## src/design/zsu_pkg.sv

```systemverilog
// Shared types and constants for the zero-stuffing upsampler with third-order feedback filter.
// Used by every module of the block; no dependencies.
package zsu_pkg;

   localparam int SAMPLE_BITS = 16;
   localparam int COEF_BITS   = 18;
   localparam int FACT_BITS   = 7;
   localparam int MAX_FACTOR  = 64;
   localparam int CNT_BITS    = $clog2(MAX_FACTOR);
   localparam int FRAC_BITS   = COEF_BITS - 2;
   localparam int PROD_BITS   = SAMPLE_BITS + COEF_BITS;
   localparam int SUM_BITS    = PROD_BITS + 2;
   localparam int Q_BITS      = SUM_BITS - FRAC_BITS;
   localparam int IDX_BITS    = 3;

   localparam logic [IDX_BITS-1:0] CSR_FACTOR      = 3'd0;
   localparam logic [IDX_BITS-1:0] CSR_COEF_OLDEST = 3'd1;
   localparam logic [IDX_BITS-1:0] CSR_COEF_MIDDLE = 3'd2;
   localparam logic [IDX_BITS-1:0] CSR_COEF_NEWEST = 3'd3;

   localparam logic signed [SUM_BITS-1:0] ROUND_HALF = SUM_BITS'(1) <<< (FRAC_BITS - 1);
   localparam logic signed [Q_BITS-1:0]   SAT_MAX    = Q_BITS'((1 << (SAMPLE_BITS - 1)) - 1);
   localparam logic signed [Q_BITS-1:0]   SAT_MIN    = Q_BITS'(-(1 << (SAMPLE_BITS - 1)));

   typedef struct packed {
      logic signed [SAMPLE_BITS-1:0] sample;
      logic [CNT_BITS-1:0]           run_m1;   // outputs in the run, minus one
   } cmd_type;

   typedef struct packed {
      logic signed [SAMPLE_BITS-1:0] sample;
      logic                          last;
   } result_type;

   typedef struct packed {
      logic signed [COEF_BITS-1:0] oldest;
      logic signed [COEF_BITS-1:0] middle;
      logic signed [COEF_BITS-1:0] newest;
   } coef_type;

   // zero acts as one, anything above the maximum acts as the maximum
   function automatic logic [CNT_BITS-1:0] run_len_m1(input logic [FACT_BITS-1:0] factor);
      logic [CNT_BITS-1:0] r;
      if (factor == '0) begin
         r = '0;
      end else if (factor > FACT_BITS'(MAX_FACTOR)) begin
         r = CNT_BITS'(MAX_FACTOR - 1);
      end else begin
         r = CNT_BITS'(factor - FACT_BITS'(1));
      end
      return r;
   endfunction

endpackage

```

## src/design/zsu_front.sv

```systemverilog
// Front end: accepts requests, works out the run length and queues commands (two entries).
// Depends on zsu_pkg.
module zsu_front
   import zsu_pkg::*;
(
   input  logic                          clock,
   input  logic                          reset,
   input  logic                          req_push,
   input  logic signed [SAMPLE_BITS-1:0] req_in_sample,
   output logic                          req_full,
   input  logic [FACT_BITS-1:0]          factor,
   input  logic                          cmd_pop,
   output logic                          cmd_empty,
   output cmd_type                       cmd
);

   cmd_type     mem_ff [2];
   logic        wr_ptr_ff, wr_ptr_in;
   logic        rd_ptr_ff, rd_ptr_in;
   logic [1:0]  count_ff, count_in;
   logic        push;
   logic        pop;

   assign req_full  = (count_ff == 2'd2);
   assign cmd_empty = (count_ff == 2'd0);
   assign cmd       = mem_ff[rd_ptr_ff];
   assign push      = req_push && !req_full;
   assign pop       = cmd_pop && !cmd_empty;

   always_comb begin
      wr_ptr_in = push ? !wr_ptr_ff : wr_ptr_ff;
      rd_ptr_in = pop ? !rd_ptr_ff : rd_ptr_ff;
      count_in  = count_ff + 2'(push) - 2'(pop);
   end

   always_ff @(posedge clock) begin
      if (reset) begin
         wr_ptr_ff <= 1'b0;
         rd_ptr_ff <= 1'b0;
         count_ff  <= 2'd0;
      end else begin
         wr_ptr_ff <= wr_ptr_in;
         rd_ptr_ff <= rd_ptr_in;
         count_ff  <= count_in;
      end
   end

   always_ff @(posedge clock) begin
      if (push) begin
         mem_ff[wr_ptr_ff] <= '{sample: req_in_sample, run_m1: run_len_m1(factor)};
      end
   end

endmodule

```

## src/design/zsu_back.sv

```systemverilog
// Back end: runs the feedback filter over each run, multiply state then accumulate state.
// Depends on zsu_pkg; takes commands from zsu_front, hands results to zsu_out_buf.
module zsu_back
   import zsu_pkg::*;
(
   input  logic       clock,
   input  logic       reset,
   input  coef_type   coef,
   input  logic       cmd_empty,
   input  cmd_type    cmd,
   output logic       cmd_pop,
   input  logic       res_full,
   output logic       res_push,
   output result_type res
);

   typedef enum logic [2:0] {
      ST_IDLE = 3'b001,
      ST_MUL  = 3'b010,
      ST_ACC  = 3'b100
   } back_state_type;

   back_state_type                 state_ff, state_in;
   logic signed [SAMPLE_BITS-1:0]  sample_ff, sample_in;
   logic [CNT_BITS-1:0]            remain_ff, remain_in;
   logic signed [SAMPLE_BITS-1:0]  hist_ff [3];   // oldest, middle, newest
   logic signed [PROD_BITS-1:0]    prod_ff [3];
   logic signed [SUM_BITS-1:0]     acc;
   logic signed [Q_BITS-1:0]       quot;
   logic signed [SAMPLE_BITS-1:0]  y;

   // stuffed value sits FRAC_BITS up, rounded half up, then saturated
   always_comb begin
      acc = (SUM_BITS'(sample_ff) <<< FRAC_BITS)
          + SUM_BITS'(prod_ff[0]) + SUM_BITS'(prod_ff[1]) + SUM_BITS'(prod_ff[2])
          + ROUND_HALF;
      quot = acc[SUM_BITS-1:FRAC_BITS];
      if (quot > SAT_MAX) begin
         y = SAT_MAX[SAMPLE_BITS-1:0];
      end else if (quot < SAT_MIN) begin
         y = SAT_MIN[SAMPLE_BITS-1:0];
      end else begin
         y = quot[SAMPLE_BITS-1:0];
      end
   end

   assign res = '{sample: y, last: (remain_ff == '0)};

   always_comb begin
      state_in  = state_ff;
      sample_in = sample_ff;
      remain_in = remain_ff;
      cmd_pop   = 1'b0;
      res_push  = 1'b0;
      unique case (state_ff)
         ST_IDLE: begin
            if (!cmd_empty) begin
               cmd_pop   = 1'b1;
               sample_in = cmd.sample;
               remain_in = cmd.run_m1;
               state_in  = ST_MUL;
            end
         end
         ST_MUL: begin
            state_in = ST_ACC;
         end
         ST_ACC: begin
            if (!res_full) begin
               res_push = 1'b1;
               if (remain_ff == '0) begin
                  if (!cmd_empty) begin
                     cmd_pop   = 1'b1;
                     sample_in = cmd.sample;
                     remain_in = cmd.run_m1;
                     state_in  = ST_MUL;
                  end else begin
                     state_in = ST_IDLE;
                  end
               end else begin
                  sample_in = '0;
                  remain_in = remain_ff - CNT_BITS'(1);
                  state_in  = ST_MUL;
               end
            end
         end
         default: begin
            state_in = ST_IDLE;
         end
      endcase
   end

   always_ff @(posedge clock) begin
      if (reset) begin
         state_ff   <= ST_IDLE;
         hist_ff[0] <= '0;
         hist_ff[1] <= '0;
         hist_ff[2] <= '0;
      end else begin
         state_ff <= state_in;
         if (res_push) begin
            hist_ff[0] <= hist_ff[1];
            hist_ff[1] <= hist_ff[2];
            hist_ff[2] <= y;
         end
      end
   end

   always_ff @(posedge clock) begin
      sample_ff <= sample_in;
      remain_ff <= remain_in;
      if (state_ff == ST_MUL) begin
         prod_ff[0] <= hist_ff[0] * coef.oldest;
         prod_ff[1] <= hist_ff[1] * coef.middle;
         prod_ff[2] <= hist_ff[2] * coef.newest;
      end
   end

endmodule

```

## src/design/zsu_out_buf.sv

```systemverilog
// Two-entry result queue that decouples the filter from the response side.
// Depends on zsu_pkg.
module zsu_out_buf
   import zsu_pkg::*;
(
   input  logic                          clock,
   input  logic                          reset,
   input  logic                          res_push,
   input  result_type                    res,
   output logic                          res_full,
   input  logic                          rsp_pop,
   output logic                          rsp_empty,
   output logic signed [SAMPLE_BITS-1:0] rsp_out_sample,
   output logic                          rsp_last_of_run
);

   result_type  mem_ff [2];
   logic        wr_ptr_ff, wr_ptr_in;
   logic        rd_ptr_ff, rd_ptr_in;
   logic [1:0]  count_ff, count_in;
   logic        push;
   logic        pop;

   assign res_full        = (count_ff == 2'd2);
   assign rsp_empty       = (count_ff == 2'd0);
   assign rsp_out_sample  = mem_ff[rd_ptr_ff].sample;
   assign rsp_last_of_run = mem_ff[rd_ptr_ff].last;
   assign push            = res_push && !res_full;
   assign pop             = rsp_pop && !rsp_empty;

   always_comb begin
      wr_ptr_in = push ? !wr_ptr_ff : wr_ptr_ff;
      rd_ptr_in = pop ? !rd_ptr_ff : rd_ptr_ff;
      count_in  = count_ff + 2'(push) - 2'(pop);
   end

   always_ff @(posedge clock) begin
      if (reset) begin
         wr_ptr_ff <= 1'b0;
         rd_ptr_ff <= 1'b0;
         count_ff  <= 2'd0;
      end else begin
         wr_ptr_ff <= wr_ptr_in;
         rd_ptr_ff <= rd_ptr_in;
         count_ff  <= count_in;
      end
   end

   always_ff @(posedge clock) begin
      if (push) begin
         mem_ff[wr_ptr_ff] <= res;
      end
   end

endmodule

```

## src/design/zero_stuff_upsampler_iir3_unit.sv

```systemverilog
// Top level: zero-stuffing upsampler with third-order feedback filter, plus control registers.
// Depends on zsu_pkg, zsu_front, zsu_back, zsu_out_buf.
//
//   channel   ports                                   handshake
//   request   req_in_sample                            req_push / req_full
//   response  rsp_out_sample, rsp_last_of_run          rsp_pop / rsp_empty
//   control   csr_index, csr_wdata                     csr_we
//
// Each result passes through a multiply state for the three feedback products, then an
// accumulate state for the sum, rounding and saturation that writes the history the next
// result needs. A request occupies the filter for one such pass per output of its run.
// Two-entry queues sit on both sides, so requests are taken while results wait.
// Synchronous reset clears the history, the queues and the registers (factor to one).
module zero_stuff_upsampler_iir3_unit
   import zsu_pkg::*;
(
   input  logic                          clock,
   input  logic                          reset,
   input  logic                          req_push,
   input  logic signed [SAMPLE_BITS-1:0] req_in_sample,
   output logic                          req_full,
   input  logic                          rsp_pop,
   output logic                          rsp_empty,
   output logic signed [SAMPLE_BITS-1:0] rsp_out_sample,
   output logic                          rsp_last_of_run,
   input  logic                          csr_we,
   input  logic [IDX_BITS-1:0]           csr_index,
   input  logic [COEF_BITS-1:0]          csr_wdata
);

   logic [FACT_BITS-1:0] factor_ff;
   coef_type             coef_ff;
   logic                 cmd_pop;
   logic                 cmd_empty;
   cmd_type              cmd;
   logic                 res_full;
   logic                 res_push;
   result_type           res;

   always_ff @(posedge clock) begin
      if (reset) begin
         factor_ff <= FACT_BITS'(1);
         coef_ff   <= '0;
      end else if (csr_we) begin
         unique case (csr_index)
            CSR_FACTOR:      factor_ff      <= csr_wdata[FACT_BITS-1:0];
            CSR_COEF_OLDEST: coef_ff.oldest <= csr_wdata;
            CSR_COEF_MIDDLE: coef_ff.middle <= csr_wdata;
            CSR_COEF_NEWEST: coef_ff.newest <= csr_wdata;
            default: begin
            end
         endcase
      end
   end

   zsu_front u_front (
      .clock         (clock),
      .reset         (reset),
      .req_push      (req_push),
      .req_in_sample (req_in_sample),
      .req_full      (req_full),
      .factor        (factor_ff),
      .cmd_pop       (cmd_pop),
      .cmd_empty     (cmd_empty),
      .cmd           (cmd)
   );

   zsu_back u_back (
      .clock     (clock),
      .reset     (reset),
      .coef      (coef_ff),
      .cmd_empty (cmd_empty),
      .cmd       (cmd),
      .cmd_pop   (cmd_pop),
      .res_full  (res_full),
      .res_push  (res_push),
      .res       (res)
   );

   zsu_out_buf u_out_buf (
      .clock           (clock),
      .reset           (reset),
      .res_push        (res_push),
      .res             (res),
      .res_full        (res_full),
      .rsp_pop         (rsp_pop),
      .rsp_empty       (rsp_empty),
      .rsp_out_sample  (rsp_out_sample),
      .rsp_last_of_run (rsp_last_of_run)
   );

   // the filter never writes a result into a full queue
   assert property (@(posedge clock) disable iff (reset) res_push |-> !res_full)
      else $error("result written into full queue");

   // the filter never takes a command from an empty queue
   assert property (@(posedge clock) disable iff (reset) cmd_pop |-> !cmd_empty)
      else $error("command taken from empty queue");

   // results never come back to back: after a push the filter is in the multiply or idle state
   assert property (@(posedge clock) disable iff (reset) res_push |=> !res_push)
      else $error("results pushed on consecutive cycles");

   // the result queue comes out of reset empty and the request queue not full
   assert property (@(posedge clock) $past(reset) |-> rsp_empty && !req_full)
      else $error("queues not empty after reset");

endmodule

```

## config.mk

```make
export PLATFORM = sky130hd
export DESIGN_NAME = zero_stuff_upsampler_iir3_unit
export DESIGN_NICKNAME = d
export VERILOG_FILES = /design/src/design/zsu_pkg.sv /design/src/design/zsu_front.sv /design/src/design/zsu_back.sv /design/src/design/zsu_out_buf.sv /design/src/design/zero_stuff_upsampler_iir3_unit.sv
export SDC_FILE = /design/constraint.sdc
export NUM_CORES = 2
export LEC_CHECK = 0
export BUFFER_PORTS_ARGS = -buffer_cell sky130_fd_sc_hd__buf_2
export CAP_MARGIN = 20
export CORE_UTILIZATION = 46
export DETAILED_ROUTE_END_ITERATION = 8
export GPL_TIMING_DRIVEN = 0
export HOLD_SLACK_MARGIN = 0.05
export PLACE_DENSITY = 0.75
export SLEW_MARGIN = 20
export SYNTH_ARGS = -nofsm -noshare
export SYNTH_HDL_FRONTEND = slang
export SYNTH_HIERARCHICAL = 1
export SYNTH_SLANG_ARGS = --single-unit
```

## constraint.sdc

```tcl
create_clock -name clock -period 6.4 [get_ports clock]
set_input_delay 1.28 -clock clock [delete_from_list [all_inputs] [get_ports clock]]
set_output_delay 1.28 -clock clock [all_outputs]
set_load 0.05 [all_outputs]
```

==> results.sh <==
export IMPL_wl_um=131000
export IMPL_synth_ff_type="edfxtp_1"
export IMPL_coreArea_um2=102000
export IMPL_wl_per_cell_um=20.6
export IMPL_rows=117
export IMPL_p_int_w=0.00656
export IMPL_cp_required_ns=6.75
export IMPL_final_area_um2=53300
export IMPL_fin_crit_sh_pct=102
export IMPL_layout_cells_non_filler=6349
export IMPL_cts_buffers=36
export IMPL_synthSimpleGateAreaFrac_pct=13.8
export IMPL_cap_violations=0
export IMPL_power_density_nw_per_um2=216
export IMPL_overflow=0
export IMPL_die_area_um2=105000
export IMPL_violations="negative setup slack"
export IMPL_setup_worst_path_end_class="flop"
export IMPL_synth_cell_area_um2=47800
export IMPL_ios=61
export IMPL_dr_pass1_iters=6
export IMPL_fin_hold_ws_ns=0.510
export IMPL_synth_xor_area_share_pct=2.33
export IMPL_min_path_type="flop to flop"
export IMPL_place_hpwl_um=102000
export IMPL_cts_hold_fix_buffers=0
export IMPL_synth_compound_area_share_pct=5.40
export IMPL_synth_fa_ha_area_share_pct=46.9
export IMPL_drive_gt1_share_pct=11.4
export IMPL_async_flop_share_pct=0
export IMPL_fin_nets=6226
export IMPL_slew_headroom_pct=24.7
export IMPL_clock_fmax_mhz=154
export IMPL_fin_util_pct=52.1
export IMPL_p_clk_share_pct=19.8
export IMPL_dr_total_vias=33900
export IMPL_outcome="complete, but fails checks"
export IMPL_die_x_um=324
export IMPL_ir_drop_v=0.000371
export IMPL_arrival_ns=6.86
export IMPL_start_util_pct=46.7
export IMPL_crit_type="flop to flop"
export IMPL_tightestPinTransition_ns=1.13
export IMPL_first_global_vias=35800
export IMPL_clk_insertion_delay_late_ns=0.58
export IMPL_dpl_cell_count=6191
export IMPL_clock_sinks=324
export IMPL_setup_viol=3
export IMPL_drcViolationCount=0
export IMPL_placed_cell_area_um2=49900
export IMPL_swShare_pct=43.2
export IMPL_synth_warnings=6
export IMPL_via_per_inst=5.34
export IMPL_startpoint_type="flop"
export IMPL_total_leakage_power_nw=26.2
export IMPL_pwr_share_comb_pct=53.1
export IMPL_fin_ws_ns=-0.109
export IMPL_cts_tree="done"
export IMPL_mostFrequentLayoutCells="inv_1, fa_1, nand2_1"
export IMPL_clkTransAtPathRegs_ns=0.06
export IMPL_avgSynthCellArea_um2=10.0
export IMPL_synth_mux_area_share_pct=2.66
export IMPL_layout_commonest_cell="inv_1"
export IMPL_pwr_share_seq_pct=27.1
export IMPL_hold_viol=0
export IMPL_syn_inst=4759
export IMPL_clockBufferDepth=3
export IMPL_grtUsageTotal_pct=25.0
export IMPL_synth_top_family_by_area="adder cells"
export IMPL_root_buffer="clkbuf_16"
export IMPL_rsz0062_at_grt="true"
export IMPL_min_period_ns=6.51
export IMPL_final_antenna_net_count=0
export IMPL_p_switching_w=0.00498
export IMPL_antenna_found_initial=3
export IMPL_ys_types=88
export IMPL_cts_max_level=2
export IMPL_ys_ff_latch=324
export IMPL_grt_pass1_wl_um=203000
export IMPL_clock_skew_ns=0.0292
export IMPL_dieHeight_um=324
export IMPL_fin_tns_setup_ns=-0.168
export IMPL_grt_max_degree=49
export IMPL_io_buffer_count=60
export IMPL_seq_area_frac_synth_pct=18.8
export IMPL_slew_violations=0
export IMPL_syn_nets=6035
export IMPL_area_delta_synth_final_pct=11.6
export IMPL_drt_iter0_drc=2522
export IMPL_synth_edff_count=250
export IMPL_gp_congestion=0.984
export IMPL_critPathMaxFanout=7
[repair_timing]
action | in CTS | in global routing
cloned | 0 | 2
gates resized for setup | 252 | 222
pin swaps | 21 | 56
setup endpoints to repair | 55 | 32
buffers inserted | 71 | 49
[worst max-delay path, cell delays in order (launching register included)]
cell and delay [ns]:
edfxtp_1 0.38, buf_6 0.16, clkbuf_8 0.16, buf_4 0.15, and2_1 0.15, fa_1 0.51, inv_1 0.06, fa_1 0.48
fa_1 0.53, inv_1 0.07, fa_1 0.49, fa_1 0.50, inv_1 0.05, fa_1 0.48, inv_1 0.04, ha_1 0.30
nand3_2 0.09, nand4b_1 0.21, buf_6 0.17, a2111oi_4 0.41, o2111ai_2 0.18, a21o_1 0.22, and3_4 0.16, a311oi_4 0.36
[kinds of logic after synthesis]
family | Yosys count
compound gates | 383
xor+xnor | 127
fa+ha+maj | 1238
buf+inv | 1282
flops | 324
mux | 122
simple gates | 1283
[power groups by stage]
stage	Combinational [W]	Sequential, W	Clock, W
2_1_floorplan	0.00433	0.00308	0
3_5_place_dp	0.00584	0.00318	0
5_1_grt	0.00673	0.00315	0.00238
4_1_cts	0.00597	0.00313	0.00230
3_3_place_gp	0.00567	0.00318	0
6_report	0.00613	0.00312	0.00228
[state kept, by name (all words and copies together), names as in the netlist, named ones only]
| signal | cells |
|---|---|
| u_back/hist_ff | 48 |
| u_front/mem_ff | 44 |
| u_out_buf/count_ff | 2 |
| u_front/rd_ptr_ff | 1 |
| coef_ff | 54 |
| u_front/wr_ptr_ff | 1 |
| factor_ff | 7 |
| u_back/remain_ff | 6 |
| u_out_buf/wr_ptr_ff | 1 |
| u_back/sample_ff | 16 |
| u_out_buf/rd_ptr_ff | 1 |
| u_back/prod_ff | 102 |
| u_front/count_ff | 2 |
| u_out_buf/mem_ff | 34 |
| u_back/state_ff | 3 |
[layer usage]
layer	vias to the layer above	GRT usage, %	wire length [um]
met4	0	10.3	5940
met2	1543	40.4	60300
met3	335	5.45	12900
li1	14900	-	-
met5	-	0	0
met1	17200	32.7	51400
[synthesized netlist by cell type, types with 4 or more instances]
library cell	count	share of area, %
a31oi_1	10	0.13
nor3_1	32	0.33
buf_6	4	0.094
ha_1	312	8.2
and2_1	453	5.9
a2111oi_0	4	0.073
mux2_1	15	0.35
o21a_1	20	0.31
nand4_1	9	0.12
fa_1	922	39
o41ai_2	5	0.17
o2111ai_1	5	0.092
and3_1	14	0.18
inv_1	1109	8.7
nor2_1	133	1.0
o21bai_1	24	0.38
edfxtp_1	250	16
or3_1	10	0.13
o211ai_1	11	0.17
nand2_1	453	3.6
nand3_1	30	0.31
nand2b_1	103	1.3
xnor2_1	92	1.7
a21oi_1	115	1.2
o21ai_1	4	0.042
clkbuf_1	151	1.2
o311ai_0	5	0.092
a211o_1	7	0.13
o31ai_1	4	0.063
mux2_2	27	0.64
a21o_1	54	0.85
o21ai_0	53	0.55
o41ai_1	4	0.073
buf_2	8	0.084
xor2_1	35	0.64
a211oi_1	24	0.38
nor2b_1	11	0.14
buf_4	4	0.063
dfxtp_1	74	3.1
mux2i_1	80	1.7
nor4_1	4	0.052
buf_1	4	0.031
[stage by stage]
step,total power [W],worst slack [ns]
3_3_place_gp,0.00886,-1.54
6_report,0.0115,-0.109
3_5_place_dp,0.00902,-1.61
5_1_grt,0.0123,-0.299
4_1_cts,0.0114,-0.125
2_1_floorplan,0.00740,0.140
[final cells by class]
class                      count  area, um2
antenna                        3       7.51
fill                        8789      49100
multi-input combinational   3153      34500
clock inverter                26        329
timing repair buffer         186       1540
buffer                       138       1000
sequential                   324       9100
inverter                    1111       4180
clock buffer                  40        980
tap                         1368       1710
[path summary, 6_finish.rpt]
check | from | slack [ns] | end | depth (start not counted)
worst max-delay path | u_back/hist_ff[0][37]$_SDFFCE_PN0P_ | -0.11 | u_back/prod_ff[0][101]$_DFFE_PP_ | 23
worst min-delay path | u_front/wr_ptr_ff$_SDFFE_PP0N_ | 0.51 | u_front/wr_ptr_ff$_SDFFE_PP0N_ | 2
worst max register to register | u_back/hist_ff[0][37]$_SDFFCE_PN0P_ | -0.11 | u_back/prod_ff[0][101]$_DFFE_PP_ | 23
worst min register to register | u_front/wr_ptr_ff$_SDFFE_PP0N_ | 0.51 | u_front/wr_ptr_ff$_SDFFE_PP0N_ | 2
(Power assumes the default switching activity.)
